==> config.mk <==
export PLATFORM = sky130hd
export DESIGN_NAME = serial_command_line_parser
export DESIGN_NICKNAME = d
export VERILOG_FILES = /design/src/design/scl_pkg.sv /design/src/design/scl_arg_scan.sv /design/src/design/serial_command_line_parser.sv
export SDC_FILE = /design/constraint.sdc
export NUM_CORES = 1
export LEC_CHECK = 0
export BUFFER_PORTS_ARGS = -buffer_cell sky130_fd_sc_hd__buf_2
export CORE_UTILIZATION = 25
export DETAILED_ROUTE_END_ITERATION = 7
export PLACE_DENSITY = 0.5
export SETUP_SLACK_MARGIN = 0.3
export SLEW_MARGIN = 40
export SYNTH_ARGS = -nofsm -noshare
export SYNTH_HDL_FRONTEND = slang
export SYNTH_SLANG_ARGS = --single-unit
==> constraint.sdc <==
create_clock -name i_clk -period 13.8 [get_ports i_clk]
set_input_delay 0.69 -clock i_clk [delete_from_list [all_inputs] [get_ports i_clk]]
set_output_delay 0.69 -clock i_clk [all_outputs]
set_load 0.01 [all_outputs]
==> src/design/scl_pkg.sv <==
// Package for the serial command line parser.
// Holds the shared constants, the argument scanner control type and the
// character class helpers. No dependencies.
`timescale 1ns / 1ps

package scl_pkg;

    // Widths of the payload fields.
    localparam int BYTE_W    = 8;
    localparam int ARG_W     = 32;
    localparam int MAG_W     = 31;
    localparam int CFG_IDX_W = 2;

    // Default number of characters taken into one argument.
    localparam int ARG_CHARS_DEF = 15;

    // Configuration register indexes.
    localparam logic [CFG_IDX_W-1:0] CFG_TERMINATOR = 2'd0;
    localparam logic [CFG_IDX_W-1:0] CFG_DELIMITER  = 2'd1;

    // Reset values of the configuration registers.
    localparam logic [BYTE_W-1:0] TERMINATOR_RST = 8'd13;
    localparam logic [BYTE_W-1:0] DELIMITER_RST  = 8'd32;

    // Largest magnitude an argument can hold.
    localparam logic [MAG_W-1:0] MAG_MAX = '1;

    // Scan phases of one argument.
    localparam logic [1:0] SCAN_SKIP   = 2'd0;
    localparam logic [1:0] SCAN_DIGITS = 2'd1;
    localparam logic [1:0] SCAN_DONE   = 2'd2;

    // Control for one argument scanner.
    typedef struct packed {
        logic clear;
        logic feed;
    } t_scan_ctrl;

    // True for the bytes skipped as leading white space.
    function automatic logic is_blank(input logic [BYTE_W-1:0] c);
        return (c inside {[8'd9:8'd13], 8'd32});
    endfunction

    // True for the ASCII digits.
    function automatic logic is_digit(input logic [BYTE_W-1:0] c);
        return (c inside {[8'h30:8'h39]});
    endfunction

endpackage

==> src/design/scl_arg_scan.sv <==
// Argument scanner: turns the characters of one argument into a signed value.
// Depends on scl_pkg.
`timescale 1ns / 1ps

module scl_arg_scan
    import scl_pkg::*;
(
    input  logic                    i_clk,
    input  logic                    i_rst_n,
    input  t_scan_ctrl              i_ctrl,
    input  logic [BYTE_W-1:0]       i_char,
    output logic signed [ARG_W-1:0] o_value
);

    logic [MAG_W-1:0] r_mag, n_mag;
    logic             r_neg, n_neg;
    logic [1:0]       r_phase, n_phase;

    logic             w_digit;
    logic [3:0]       w_digit_val;
    logic [MAG_W+3:0] w_acc;
    logic [MAG_W-1:0] w_mag_next;

    // Multiply by ten and add the new digit, saturating at the maximum.
    assign w_digit     = is_digit(i_char);
    assign w_digit_val = i_char[3:0];
    assign w_acc       = {1'b0, r_mag, 3'b000} + {3'b000, r_mag, 1'b0}
                         + (MAG_W+4)'(w_digit_val);
    assign w_mag_next  = (w_acc > (MAG_W+4)'(MAG_MAX)) ? MAG_MAX : w_acc[MAG_W-1:0];

    // Scan phase handling for one incoming character.
    always_comb begin
        n_mag   = r_mag;
        n_neg   = r_neg;
        n_phase = r_phase;
        if (i_ctrl.clear) begin
            n_mag   = '0;
            n_neg   = 1'b0;
            n_phase = SCAN_SKIP;
        end else if (i_ctrl.feed) begin
            case (r_phase)
                SCAN_SKIP: begin
                    if (is_blank(i_char)) begin
                        n_phase = SCAN_SKIP;
                    end else if (i_char == "+" || i_char == "-") begin
                        n_neg   = (i_char == "-");
                        n_phase = SCAN_DIGITS;
                    end else if (w_digit) begin
                        n_phase = SCAN_DIGITS;
                        n_mag   = w_mag_next;
                    end else begin
                        n_phase = SCAN_DONE;
                    end
                end
                SCAN_DIGITS: begin
                    if (w_digit) begin
                        n_mag = w_mag_next;
                    end else begin
                        n_phase = SCAN_DONE;
                    end
                end
                default: begin
                    n_phase = r_phase;
                end
            endcase
        end
    end

    // Scanner state.
    always_ff @(posedge i_clk) begin
        if (!i_rst_n) begin
            r_mag   <= '0;
            r_neg   <= 1'b0;
            r_phase <= SCAN_SKIP;
        end else begin
            r_mag   <= n_mag;
            r_neg   <= n_neg;
            r_phase <= n_phase;
        end
    end

    // Apply the sign to the magnitude.
    assign o_value = r_neg ? (ARG_W'(0) - {1'b0, r_mag}) : {1'b0, r_mag};

endmodule

==> src/design/serial_command_line_parser.sv <==
// Serial command line parser: the input register, line control and the
// result register. Depends on scl_pkg and scl_arg_scan.
//
// Usage:
// Received bytes enter on i_rx_byte with i_in_valid; a byte is taken at a
// clock edge where i_in_valid is high and o_in_stall is low. A line is a
// command letter, then up to two decimal arguments split by the delimiter
// byte. The terminator byte produces one request on the output channel with
// o_command_letter, o_first_arg and o_second_arg; all other bytes produce
// nothing. The result request is taken where o_out_valid is high and
// i_out_stall is low.
// A terminator passes through the input register and then the result
// register before it shows on the output. Throughput: one byte per cycle;
// each byte passes the input register and scanner logic. When the receiver
// stalls a waiting result, ordinary bytes still flow; only a second
// terminator waits in the input register; o_in_stall rises while it does.
// Configuration writes (terminator index 0, delimiter index 1) are always
// ready and are meant for idle periods. A synchronous reset clears the line
// state, drops any pending request and restores carriage return and space.
`timescale 1ns / 1ps

module serial_command_line_parser
    import scl_pkg::*;
#(
    parameter int ARG_CHARS = ARG_CHARS_DEF
) (
    input  logic                    i_clk,
    input  logic                    i_rst_n,
    // Configuration write channel.
    input  logic                    i_cfg_valid,
    output logic                    o_cfg_ready,
    input  logic [CFG_IDX_W-1:0]    i_cfg_index,
    input  logic [BYTE_W-1:0]       i_cfg_data,
    // Byte input channel.
    input  logic                    i_in_valid,
    output logic                    o_in_stall,
    input  logic [BYTE_W-1:0]       i_rx_byte,
    // Result channel.
    output logic                    o_out_valid,
    input  logic                    i_out_stall,
    output logic [BYTE_W-1:0]       o_command_letter,
    output logic signed [ARG_W-1:0] o_first_arg,
    output logic signed [ARG_W-1:0] o_second_arg
);

    localparam int CNT_W = $clog2(ARG_CHARS + 1);

    localparam logic [1:0] FIELD_CMD  = 2'd0;
    localparam logic [1:0] FIELD_ARG1 = 2'd1;
    localparam logic [1:0] FIELD_ARG2 = 2'd2;

    logic [BYTE_W-1:0] r_term, r_delim;
    logic              r_in_vld;
    logic [BYTE_W-1:0] r_in_byte;
    logic [1:0]        r_field, n_field;
    logic [BYTE_W-1:0] r_cmd, n_cmd;
    logic [CNT_W-1:0]  r_count, n_count;
    logic              r_out_vld;
    logic [BYTE_W-1:0] r_out_cmd;
    logic [ARG_W-1:0]  r_out_arg1, r_out_arg2;

    logic              w_out_free, w_is_term, w_process, w_emit;
    logic              w_take_char;
    t_scan_ctrl        w_ctrl1, w_ctrl2;
    logic [ARG_W-1:0]  w_arg1, w_arg2;

    // Configuration registers.
    assign o_cfg_ready = 1'b1;

    always_ff @(posedge i_clk) begin
        if (!i_rst_n) begin
            r_term  <= TERMINATOR_RST;
            r_delim <= DELIMITER_RST;
        end else if (i_cfg_valid && o_cfg_ready) begin
            case (i_cfg_index)
                CFG_TERMINATOR: r_term  <= i_cfg_data;
                CFG_DELIMITER:  r_delim <= i_cfg_data;
                default: begin
                    r_term <= r_term;
                end
            endcase
        end
    end

    // A byte leaves the input register unless it is a terminator and the
    // result register is still held by the receiver.
    assign w_out_free = !r_out_vld || !i_out_stall;
    assign w_is_term  = (r_in_byte == r_term);
    assign w_process  = r_in_vld && (!w_is_term || w_out_free);
    assign w_emit     = w_process && w_is_term;
    assign o_in_stall = r_in_vld && !w_process;

    // Input register.
    always_ff @(posedge i_clk) begin
        if (!i_rst_n) begin
            r_in_vld <= 1'b0;
        end else if (!o_in_stall) begin
            r_in_vld <= i_in_valid;
        end
    end

    always_ff @(posedge i_clk) begin
        if (!o_in_stall && i_in_valid) begin
            r_in_byte <= i_rx_byte;
        end
    end

    // Field sequencing, command letter and argument length count.
    assign w_take_char = w_process && !w_is_term && (r_in_byte != r_delim)
                         && (r_field != FIELD_CMD) && (r_count < CNT_W'(ARG_CHARS));

    always_comb begin
        n_field = r_field;
        n_cmd   = r_cmd;
        n_count = r_count;
        if (w_emit) begin
            n_field = FIELD_CMD;
            n_cmd   = '0;
            n_count = '0;
        end else if (w_process) begin
            if (r_in_byte == r_delim) begin
                case (r_field)
                    FIELD_CMD: begin
                        n_field = FIELD_ARG1;
                        n_count = '0;
                    end
                    FIELD_ARG1: begin
                        n_field = FIELD_ARG2;
                        n_count = '0;
                    end
                    default: begin
                        n_field = r_field;
                    end
                endcase
            end else if (r_field == FIELD_CMD) begin
                n_cmd = r_in_byte;
            end else if (w_take_char) begin
                n_count = r_count + CNT_W'(1);
            end
        end
    end

    always_ff @(posedge i_clk) begin
        if (!i_rst_n) begin
            r_field <= FIELD_CMD;
            r_cmd   <= '0;
            r_count <= '0;
        end else begin
            r_field <= n_field;
            r_cmd   <= n_cmd;
            r_count <= n_count;
        end
    end

    // Argument scanners.
    assign w_ctrl1.clear = w_emit;
    assign w_ctrl1.feed  = w_take_char && (r_field == FIELD_ARG1);
    assign w_ctrl2.clear = w_emit;
    assign w_ctrl2.feed  = w_take_char && (r_field == FIELD_ARG2);

    scl_arg_scan u_arg1 (
        .i_clk   (i_clk),
        .i_rst_n (i_rst_n),
        .i_ctrl  (w_ctrl1),
        .i_char  (r_in_byte),
        .o_value (w_arg1)
    );

    scl_arg_scan u_arg2 (
        .i_clk   (i_clk),
        .i_rst_n (i_rst_n),
        .i_ctrl  (w_ctrl2),
        .i_char  (r_in_byte),
        .o_value (w_arg2)
    );

    // Result register.
    always_ff @(posedge i_clk) begin
        if (!i_rst_n) begin
            r_out_vld <= 1'b0;
        end else if (w_emit) begin
            r_out_vld <= 1'b1;
        end else if (!i_out_stall) begin
            r_out_vld <= 1'b0;
        end
    end

    always_ff @(posedge i_clk) begin
        if (w_emit) begin
            r_out_cmd  <= r_cmd;
            r_out_arg1 <= w_arg1;
            r_out_arg2 <= w_arg2;
        end
    end

    assign o_out_valid      = r_out_vld;
    assign o_command_letter = r_out_cmd;
    assign o_first_arg      = r_out_arg1;
    assign o_second_arg     = r_out_arg2;

endmodule

==> results.md, run 1 <==
* Outcome: finished, final reports clean
* HP Start: i_rx_byte[0]
* P&R area growth vs syn at 14.66%
* # nets final at 1,419
* Post-CTS Setup Repair Bufs at 0
* Rel. slew slack at 47.72%
* Area contributors post-synth: edfxtp_1, dfxtp_1, ha_1, xnor2_1, a21oi_1
* Yosys reg bits at 180
* Yosys top cell area share at 20.74%
* Total congestion overflow at 0
* Worst-path maximum fanout at 16
* Setup TNS at 0 ns
* Leak pwr at 0.005818 µW
* Die ar. at 0.04720 mm²
* Worst hold path type: input pin to flop
* Most frequent cells in the layout: ha_1, a21oi_1, dfxtp_1
* Max Root-Sink Buffers at 2
* GR Util met1 at 16.48%
* Ys async rst share at 0%
* First-pass GRT wire length at 46,670 µm
* Worst setup SP type: flop
* Commonest non-fill, non-tap cell in the layout: ha_1
* Combinational power share at 2.6%
* Min setup slack post-route at 8.963 ns
* Synthesized instance count at 1,197
* Syn Area/Cell at 9.677 µm²
* Power Density at 81.74 mW/mm²
* Die W at 217.3 µm
* CP max-delay cell: o2111a_1
* Number of global-route vias before repair at 8,878
* Worst vdd ir at 0.00007766 V
* Global-route usage over all layers at 12.48%
* CTS Hold Bufs at 0
* Final-report hold violation count at 0
* Yosys cell types at 64
* Die H at 217.3 µm
* Clock skew at 0.01268 ns
* Worst skew pair latency at 0.47 ns
* GRT met2 Usage at 19.51%
* Crit Path Class: flop to flop
* Area of the core at 0.04558 mm²
* Cell repeated most along the worst path: fa_1
* CTS tree: done
* Net Sw Power at 245.1 µW
* I/O Pins at 98
* Clock share of power at 45.3%
* Fraction of layout cells with a size suffix above 1 at 14.45%
* Switching power share of the total at 22.58%
* Clock root buffer: clkbuf_16
* Area after DPL at 0.01270 mm²
* WP buf/inv at 2
* Port bufs at 96
* Worst reg2reg path startpoint: r_in_byte[3]$_DFFE_PP_
* Post-route cell area at 0.01328 mm²
* Clock sink count at 180
* Pre-CTS setup slack at 8.921 ns
* Setup violations, final at 0
* Antenna-violating nets left at 0
* GR Util met3 at 2.879%
* Sequential share of power at 52.1%
* Critical path, cell by cell: inv_1 -> fa_1 -> fa_1 -> nand2b_1 -> a21o_1 -> a211oi_1 -> nor4_1 -> o21a_1 -> a2111oi_0 -> o221a_2 -> o2111a_1 -> buf_4 -> a21oi_1
* Antenna cells at 0
* Final wirelength at 28,730 µm
* Worst Setup SP: r_in_byte[3]$_DFFE_PP_
* Grt peak-use layer: met2
* Max-slew violations at 0
* Slew @ Worst Pin at 0.7776 ns
* CTS Buf Count at 17
* Placer Congestion at 0.8304
* Largest area contributor in the netlist: edfxtp_1
* Final worst-path cycle share at 35.05%
* Initial antenna violation count at 0
* Internal power at 840.5 µW
* RSZ-0062 raised after global routing: false
* Flop2flop setup slack at 8.96 ns
* Post-synth top flop: dfxtp_1
* Crit end category: flop
* Synth warnings at 0
* Number of max-cap violations at 0
* DR WL/cell at 15.28 µm
* Syn nets at 1,349
* # rows at 78
* Initial cell density of the core at 25.42%
* Initial DRC count at 556
* H-tree levels at 4
* Vias per Instance at 4.876
* Reg clk slew, reported paths at 0.07 ns
* Vias at 9,167
* CP top delay family: compound AO/OA/AOI/OAI gates
* Max incr delay on CP at 0.62 ns
* Largest net degree at the start of global routing at 66
* Post-CTS resize count at 0
* Crit path arrival time at 5.19 ns
* Post-layout min period at 4.837 ns
* Netlist Area Pre-Place at 0.01158 mm²
* Post-synth EDFFs at 80
* Post-DP HPWL at 20,880 µm
* Sequential cell area fraction in the yosys report at 38.02%
* CP Data Required Time at 14.15 ns
* FMAX at 206.7 MHz
* Drt first pass iters at 5
* Drt drc at 0
==> per-stage QoR <==
stage	utilization, %	hold WS [ns]	instances	total power (µW)
2_1_floorplan	-	0.4080	1197	595.1
3_3_place_gp	27.87	0.4152	1848	606.0
3_5_place_dp	27.87	0.4158	1848	606.1
4_1_cts	29.14	0.3481	1880	1106
5_1_grt	29.14	0.3568	1880	1128
6_report	29.14	0.3922	1880	1086
==> worst paths after layout <==
path	to	depth (start not counted)
max reg2reg	u_arg1.r_mag[8]$_SDFFE_PP0P_	13
min	r_in_byte[0]$_DFFE_PP_	1
min reg2reg	o_command_letter[1]$_DFFE_PP_	0
max	u_arg1.r_mag[8]$_SDFFE_PP0P_	13
==> per-layer routing <==
| metal | vias up | routed length [µm] |
|---|---|---|
| met3 | 34 | 1037 |
| li1 | 4594 | - |
| met1 | 4375 | 14090 |
| met2 | 164 | 12870 |
| met4 | 0 | 737 |
| met5 | - | 0 |
==> cells by family (layout without fill, tap and decap cells) <==
logic type	after synthesis	in the layout	share of synthesized area [%]
mux	27	27	2.355
xor+xnor	126	126	9.527
buf+inv	97	180	3.186
simple gates	270	270	11.87
other cells	1	1	0.03237
flops	180	180	38.02
compound gates	367	367	20.81
fa+ha+maj	129	129	14.19
==> Yosys cell counts, types with 3 or more instances <==
cell type  number
or3_1          12
or4_1           3
nand2_1        75
nand2b_1        8
o221a_2        32
nand4_1        15
nor3b_1         3
a211o_1         3
a211oi_1        5
and2_1          5
and3_1          5
o211ai_1        7
o21a_1         12
nor2b_1        24
a21oi_1       108
or4_4           4
nor4_1          5
fa_1            4
a311oi_1        3
ha_1          125
o22ai_1         3
edfxtp_1       80
nor2_1         61
a21o_1         29
a2111oi_0       4
dfxtp_1       100
xnor2_1        88
o31a_1          4
nor3_1         14
mux2i_1        25
o41ai_1         8
clkbuf_1       52
o2111ai_1       4
o31ai_1        20
o21ai_0        94
xor2_1         38
inv_1          41
or2_2           5
nand3_1        18
o21bai_1        5
a31oi_1        13
==> cell type report <==
class	count	area, µm²
repair buffers	107	563.0
flip-flops and latches	180	4404
multi-input cells	920	6830
clock inverters	12	142.6
clock buffers	20	436.7
well taps	600	750.7
fillers	4723	32290
inverters	41	153.9
==> power groups by stage <==
| stage | combinational (µW) | sequential, µW | clock, µW |
|---|---|---|---|
| 2_1_floorplan | 22.1 | 573 | 0 |
| 3_3_place_gp | 28.9 | 577 | 0 |
| 3_5_place_dp | 28.9 | 577 | 0 |
| 4_1_cts | 29.1 | 565 | 512 |
| 5_1_grt | 32.3 | 566 | 530 |
| 6_report | 28.7 | 565 | 492 |
==> sequential cells by signal (all words and copies together) (netlist names) <==
| register | flops |
|---|---|
| r_count | 4 |
| u_arg1.r_neg | 1 |
| u_arg2.r_neg | 1 |
| o_out_valid | 1 |
| o_second_arg | 32 |
| r_field | 2 |
| o_command_letter | 8 |
| o_first_arg | 32 |
| r_in_byte | 8 |
| u_arg2.r_mag | 31 |
| r_delim | 8 |
| u_arg2.r_phase | 2 |
| r_cmd | 8 |
| r_in_vld | 1 |
| u_arg1.r_phase | 2 |
| r_term | 8 |
| u_arg1.r_mag | 31 |
(Power assumes the default switching activity.)
==> run 2: changes to the inputs <==
==> constraint.sdc (replaced) <==
create_clock -name i_clk -period 4.8 [get_ports i_clk]
set_input_delay 0.24 -clock i_clk [delete_from_list [all_inputs] [get_ports i_clk]]
set_output_delay 0.24 -clock i_clk [all_outputs]
set_load 0.01 [all_outputs]
==> run 2 against run 1 <==
Register-to-register slack worse by 8.4 ns. Total power grew to 3.0 times the previous value. Critical path depth did not move. Core utilization rose by 0.52 points. Largest cell class unchanged. Via count rose by 0.28%. Sequential cell count unchanged. Wire length hardly changed. Critical path type unchanged. Cell area rose by 1.8%. Combinational power grew to 3.2 times the previous value. Clock skew decreased by 0.0017 ns. Fmax grew 15%. Cell count grew 0.85%.
==> results.md, run 2 (synthesis gave the netlist of run 1 again) <==
* Drt drc at 0 (unchanged)
* Net Sw Power at 731.6 µW (was 245.1 µW)
* WP buf/inv at 2 (unchanged)
* Clock sink count at 180 (unchanged)
* GR Util met1 at 16.21% (was 16.48%)
* Worst-path maximum fanout at 31 (was 16)
* Post-DP HPWL at 20,900 µm (was 20,880 µm)
* Clock skew at 0.01102 ns (was 0.01268 ns)
* Crit Path Class: flop to flop (unchanged)
* Internal power at 2544 µW (was 840.5 µW)
* Pre-CTS setup slack at 0.3593 ns (was 8.921 ns)
* Antenna-violating nets left at 0 (unchanged)
* Port bufs at 96 (unchanged)
* First-pass GRT wire length at 46,780 µm (was 46,670 µm)
* Slew @ Worst Pin at 0.7769 ns (was 0.7776 ns)
* Placer Congestion at 0.8445 (was 0.8304)
* Total congestion overflow at 0 (unchanged)
* CP Data Required Time at 5.22 ns (was 14.15 ns)
* Power Density at 242.3 mW/mm² (was 81.74 mW/mm²)
* Number of global-route vias before repair at 8,947 (was 8,878)
* GRT met2 Usage at 19.83% (was 19.51%)
* Switching power share of the total at 22.34% (was 22.58%)
* CP top delay family: compound AO/OA/AOI/OAI gates (unchanged)
* Die W at 217.3 µm (unchanged)
* Final worst-path cycle share at 87.36% (was 35.05%)
* Final-report hold violation count at 0 (unchanged)
* Fin Hold WS at 0.05237 ns (was 0.3922 ns)
* Reg clk slew, reported paths at 0.07 ns (about the same)
* Outcome: finished, final reports clean (unchanged)
* RSZ-0062 raised after global routing: false (unchanged)
* Initial antenna violation count at 0 (unchanged)
* Clock root buffer: clkbuf_16 (unchanged)
* DR WL/cell at 15.15 µm (was 15.28 µm)
* Worst setup SP type: flop (unchanged)
* Area after DPL at 0.01270 mm² (about the same)
* Area of the core at 0.04558 mm² (unchanged)
* Initial cell density of the core at 25.42% (unchanged)
* Sequential share of power at 49.6% (was 52.1%)
* Vias per Instance at 4.849 (was 4.876)
* Setup violations, final at 0 (unchanged)
* Drt first pass iters at 5 (unchanged)
* Initial DRC count at 505 (was 556)
* Vias at 9,193 (was 9,167)
* # nets final at 1,435 (was 1,419)
* P&R area growth vs syn at 16.72% (was 14.66%)
* Filler Cells Inserted at 4,713 (was 4,723)
* Cell repeated most along the worst path: fa_1 (unchanged)
* Min setup slack post-route at 0.6068 ns (was 8.963 ns)
* Worst vdd ir at 0.0002695 V (was 0.00007766 V)
* Max-slew violations at 0 (unchanged)
* FMAX at 238.5 MHz (was 206.7 MHz)
* Worst hold path type: input pin to flop (unchanged)
* Setup TNS at 0 ns (unchanged)
* Post-CTS Setup Repair Bufs at 0 (unchanged)
* Grt peak-use layer: met2 (unchanged)
* Global-route usage over all layers at 12.53% (was 12.48%)
* Fraction of layout cells with a size suffix above 1 at 14.58% (was 14.45%)
* Commonest non-fill, non-tap cell in the layout: ha_1 (unchanged)
* Number of max-cap violations at 0 (unchanged)
* Most frequent cells in the layout: ha_1, a21oi_1, dfxtp_1 (unchanged)
* Worst skew pair latency at 0.48 ns (was 0.47 ns)
* Clock share of power at 47.6% (was 45.3%)
* Max Root-Sink Buffers at 2 (unchanged)
* Die H at 217.3 µm (unchanged)
* Max incr delay on CP at 0.49 ns (was 0.62 ns)
* Post-layout min period at 4.193 ns (was 4.837 ns)
* Final wirelength at 28,720 µm (was 28,730 µm)
* Crit path arrival time at 4.62 ns (was 5.19 ns)
* CTS tree: done (unchanged)
* Die ar. at 0.04720 mm² (unchanged)
* # rows at 78 (unchanged)
* H-tree levels at 4 (unchanged)
* CP max-delay cell: edfxtp_1 (was o2111a_1)
* Rel. slew slack at 47.50% (was 47.72%)
* Antenna cells at 0 (unchanged)
* GR Util met3 at 3.284% (was 2.879%)
* Largest net degree at the start of global routing at 73 (was 66)
* CTS Buf Count at 17 (unchanged)
* Leak pwr at 0.005919 µW (was 0.005818 µW)
* Post-route cell area at 0.01352 mm² (was 0.01328 mm²)
* Critical path, cell by cell: inv_1 -> fa_1 -> fa_1 -> nor2b_1 -> o2111ai_1 -> a2111oi_2 -> nor2_1 -> a31oi_1 -> o31ai_1 -> o311a_1 -> o211ai_1 -> buf_6 -> o221a_2 (was inv_1 -> fa_1 -> fa_1 -> nand2b_1 -> a21o_1 -> a211oi_1 -> nor4_1 -> o21a_1 -> a2111oi_0 -> o221a_2 -> o2111a_1 -> buf_4 -> a21oi_1)
* Combinational power share at 2.8% (was 2.6%)
* Post-layout power at 3275 µW (was 1086 µW)
* I/O Pins at 98 (unchanged)
* Crit end category: flop (unchanged)
-- run 2: changes by cell type in the layout (fill, tap and decap cells not counted), moves of 2 or more --
cell           before  now
clkbuf_1            3    1
dlygate4sd3_1       0   16
buf_4              11    9
a2111oi_2           0    2
bufinv_16           2    4
buf_6               0    2
-- run 2: final cells by class --
type                       instances  area (µm²)  area share (%)
timing repair buffer             123       730.7           5.404
tap                              600       750.7           5.552
clock buffer                      19       442.9           3.276
multi-input combinational        920        6842           50.60
clock inverter                    13       196.4           1.453
inverter                          41       153.9           1.138
sequential                       180        4404           32.57
-- run 2: tightest hold or removal path, cell delays in order --
cell,delay (ns)
buf_2,0.09
mux2i_1,0.06
nor2b_1,0.10
-- run 2: repair_timing --
action / 4_1_cts / 5_1_grt
setup endpoints to repair: 0 / 62
hold buffers: 16 / 0
hold endpoints to repair: 19 / 0
resized for setup: 0 / 5
-- run 2: final timing paths --
path,slack (ns),endpoint,from,cells past startpoint
worst max-delay path,0.61,u_arg2.r_mag[24]$_SDFFE_PP0P_,r_in_byte[3]$_DFFE_PP_,13
worst min-delay path,0.05,r_term[7]$_SDFFE_PN0P_,i_cfg_data[7],3
worst max register to register,0.61,u_arg2.r_mag[24]$_SDFFE_PP0P_,r_in_byte[3]$_DFFE_PP_,13
worst min register to register,0.44,o_command_letter[3]$_DFFE_PP_,r_cmd[3]$_SDFFE_PP0P_,0
-- run 2: through the flow --
stage / util [%] / std cells
2_1_floorplan: - / 1197
3_3_place_gp: 27.87 / 1848
3_5_place_dp: 27.88 / 1848
4_1_cts: 29.63 / 1896
5_1_grt: 29.67 / 1896
6_report: 29.67 / 1896
-- run 2: routing by layer --
layer / vias to the layer above / wire, µm
li1: 4628 / -
met5: - / 0
met1: 4396 / 13880
met4: 0 / 561
met3: 28 / 1090
met2: 141 / 13180
-- run 2: power groups by stage --
stage | Combinational [µW] | Clock (µW) | Sequential [µW]
floorplan | 63.6 | 0 | 1650
global placement | 83.0 | 0 | 1660
detailed placement | 83.4 | 0 | 1660
CTS | 93.4 | 1610 | 1630
global route | 102 | 1670 | 1630
finish | 92.2 | 1560 | 1620
==> run 3: changes to the inputs <==
--- a/config.mk
+++ b/config.mk
@@ -8,7 +8,7 @@
 export BUFFER_PORTS_ARGS = -buffer_cell sky130_fd_sc_hd__buf_2
 export CORE_UTILIZATION = 25
 export DETAILED_ROUTE_END_ITERATION = 7
-export PLACE_DENSITY = 0.5
+export PLACE_DENSITY_LB_ADDON = 0.2
 export SETUP_SLACK_MARGIN = 0.3
 export SLEW_MARGIN = 40
 export SYNTH_ARGS = -nofsm -noshare
==> run 3 against run 2 <==
Core utilization down 0.14 points. Sequential cell count is the same. Worst setup slack better by 0.034 ns. Wire length grew 4.5%. Critical path depth is the same. First-iteration DRC count is 5.1% higher. Cell count rose by 0.11%. Clock skew rose by 0.0049 ns. Sequential power is essentially flat. Critical endpoint is now u_arg2.r_mag[20]$_SDFFE_PP0P_. Largest power group unchanged.
==> results.md, run 3 (synthesis gave the netlist of run 1 again) <==
* Outcome: finished, final reports clean (unchanged)
* H-tree levels at 4 (unchanged)
* CP max-delay cell: fa_1 (was edfxtp_1)
* Commonest non-fill, non-tap cell in the layout: ha_1 (unchanged)
* Filler Cells Inserted at 4,821 (was 4,713)
* Worst hold path type: input pin to flop (unchanged)
* R2r worst-path depth at 13 (unchanged)
* Worst reg2reg path startpoint: r_in_byte[3]$_DFFE_PP_ (unchanged)
* Antenna cells at 0 (unchanged)
* Crit path arrival time at 4.58 ns (was 4.62 ns)
* Total congestion overflow at 0 (unchanged)
* Slew @ Worst Pin at 0.7937 ns (was 0.7769 ns)
* Fraction of layout cells with a size suffix above 1 at 14.71% (was 14.58%)
* Worst skew pair latency at 0.48 ns (about the same)
* Global-route usage over all layers at 13.14% (was 12.53%)
* FF-to-FF End: u_arg2.r_mag[20]$_SDFFE_PP0P_ (was u_arg2.r_mag[24]$_SDFFE_PP0P_)
* Worst setup SP type: flop (unchanged)
* Post-layout min period at 4.160 ns (was 4.193 ns)
* Die ar. at 0.04720 mm² (unchanged)
* CTS Buf Count at 17 (unchanged)
* Reg clk slew, reported paths at 0.07 ns (about the same)
* P&R area growth vs syn at 16.17% (was 16.72%)
* Clock root buffer: clkbuf_16 (unchanged)
* Largest net degree at the start of global routing at 66 (was 73)
* Most frequent cells in the layout: ha_1, a21oi_1, dfxtp_1 (unchanged)
* Max-slew violations at 0 (unchanged)
* Crit end category: flop (unchanged)
* Rel. slew slack at 46.98% (was 47.50%)
* Worst-path maximum fanout at 17 (was 31)
* CTS tree: done (unchanged)
* Clock sink count at 180 (unchanged)
* CP Data Required Time at 5.22 ns (about the same)
* FF/Latch Area at 0.004404 mm² (unchanged)
* Placer Congestion at 0.8295 (was 0.8445)
* Leak pwr at 0.005894 µW (was 0.005919 µW)
* Die H at 217.3 µm (unchanged)
* Setup violations, final at 0 (unchanged)
* Critical path, cell by cell: inv_1 -> fa_1 -> fa_1 -> nor2b_1 -> o2111ai_1 -> a2111oi_2 -> nor2_1 -> a31oi_1 -> o31ai_1 -> o311a_1 -> o211ai_1 -> buf_4 -> o221a_2 (was inv_1 -> fa_1 -> fa_1 -> nor2b_1 -> o2111ai_1 -> a2111oi_2 -> nor2_1 -> a31oi_1 -> o31ai_1 -> o311a_1 -> o211ai_1 -> buf_6 -> o221a_2)
* Initial antenna violation count at 0 (unchanged)
* Post-layout power at 3111 µW (was 3275 µW)
* Vias per Instance at 4.811 (was 4.849)
* Crit Path Class: flop to flop (unchanged)
* Number of global-route vias before repair at 9,008 (was 8,947)
* Initial cell density of the core at 25.42% (unchanged)
* Final wirelength at 30,000 µm (was 28,720 µm)
* Drt first pass iters at 4 (was 5)
* DR WL/cell at 15.80 µm (was 15.15 µm)
* Clock skew at 0.01589 ns (was 0.01102 ns)
* Antenna-violating nets left at 0 (unchanged)
* Post-DP HPWL at 21,930 µm (was 20,900 µm)
* Flop2flop setup slack at 0.64 ns (was 0.61 ns)
* First-pass GRT wire length at 48,830 µm (was 46,780 µm)
* Final-report hold violation count at 0 (unchanged)
* Max Root-Sink Buffers at 2 (unchanged)
* Number of max-cap violations at 0 (unchanged)
* Max incr delay on CP at 0.49 ns (about the same)
* Multi-input gate area at 0.006842 mm² (unchanged)
* Initial DRC count at 531 (was 505)
* HP Start: i_cfg_data[1] (was i_cfg_data[7])
* I/O Pins at 98 (unchanged)
* Die W at 217.3 µm (unchanged)
* Hold Path Cell Cnt at 3 (unchanged)
* Vias at 9,131 (was 9,193)
* FMAX at 240.4 MHz (was 238.5 MHz)
* # nets final at 1,437 (was 1,435)
* Cell repeated most along the worst path: fa_1 (unchanged)
* Power Density at 231.2 mW/mm² (was 242.3 mW/mm²)
* Worst vdd ir at 0.0002197 V (was 0.0002695 V)
* Port bufs at 96 (unchanged)
* RSZ-0062 raised after global routing: false (unchanged)
* Post-CTS Setup Repair Bufs at 0 (unchanged)
* Area of the core at 0.04558 mm² (unchanged)
* # rows at 78 (unchanged)
* Worst Hold End: r_delim[1]$_SDFFE_PN0P_ (was r_term[7]$_SDFFE_PN0P_)
* Setup TNS at 0 ns (unchanged)
* Drt drc at 0 (unchanged)
* Final worst-path cycle share at 86.66% (was 87.36%)
[run 3: per-stage QoR]
stage | setup slack (ns) | utilization, % | hold WS [ns] | instances | area, µm²
floorplan | 0.7264 | - | 0.3389 | 1197 | 11590
global placement | 0.5361 | 27.92 | 0.4137 | 1851 | 12720
detailed placement | 0.4250 | 27.95 | 0.4181 | 1852 | 12740
CTS | 0.3888 | 29.50 | 0.001715 | 1898 | 13440
global route | 0.3164 | 29.53 | 0.04485 | 1898 | 13460
finish | 0.6405 | 29.53 | 0.03758 | 1898 | 13460
[run 3: critical path: cells and delay by family (launching register included)]
family                   cells  cell delay, ns
AO/OA/AOI/OAI                7            1.81
adder cells (fa/ha/maj)      2            0.96
buffers and inverters        2            0.56
flip-flops                   1            0.48
AND/OR/NAND/NOR              2            0.28
[run 3: layout make-up]
class	count	area share [%]
inverters	41	1.144
flip-flops and latches	180	32.73
clock inverters	9	0.4835
repair buffers	125	5.504
multi-input cells	920	50.84
well taps	600	5.579
clock buffers	23	3.719
[run 3: timing repair]
action | 4_1_cts | 5_1_grt
gates resized for setup | 0 | 4
endpoints found under the setup margin | 0 | 62
endpoints found under the hold margin | 14 | 0
hold buffers | 14 | 0
[run 3: worst max path at each step]
stage | start | endpoint | cells after the start
2_1_floorplan | r_in_byte[1]$_DFFE_PP_ | r_cmd[0]$_SDFFE_PP0P_ | 10
3_3_place_gp | r_in_byte[3]$_DFFE_PP_ | u_arg2.r_mag[18]$_SDFFE_PP0P_ | 13
4_1_cts | r_in_byte[3]$_DFFE_PP_ | u_arg1.r_mag[23]$_SDFFE_PP0P_ | 13
5_1_grt | r_in_byte[3]$_DFFE_PP_ | u_arg2.r_mag[20]$_SDFFE_PP0P_ | 14
3_5_place_dp | r_in_byte[3]$_DFFE_PP_ | u_arg1.r_mag[23]$_SDFFE_PP0P_ | 13
6_report | r_in_byte[3]$_DFFE_PP_ | u_arg2.r_mag[20]$_SDFFE_PP0P_ | 13
[run 3: metal layers]
metal | vias up | routed length (µm) | GRT usage, %
li1 | 4649 | - | -
met1 | 4310 | 15900 | 18.95
met2 | 142 | 12260 | 18.75
met3 | 30 | 1295 | 3.229
met4 | 0 | 536 | 4.601
met5 | - | 0 | 0
[run 3: power breakdown]
group | switching (µW) | leakage (µW) | internal (µW)
Combinational | 50.7 | 0.00406 | 44.9
Sequential | 19.2 | 0.00156 | 1600
Clock | 651 | 0.000277 | 741
Total | 721 | 0.00589 | 2390
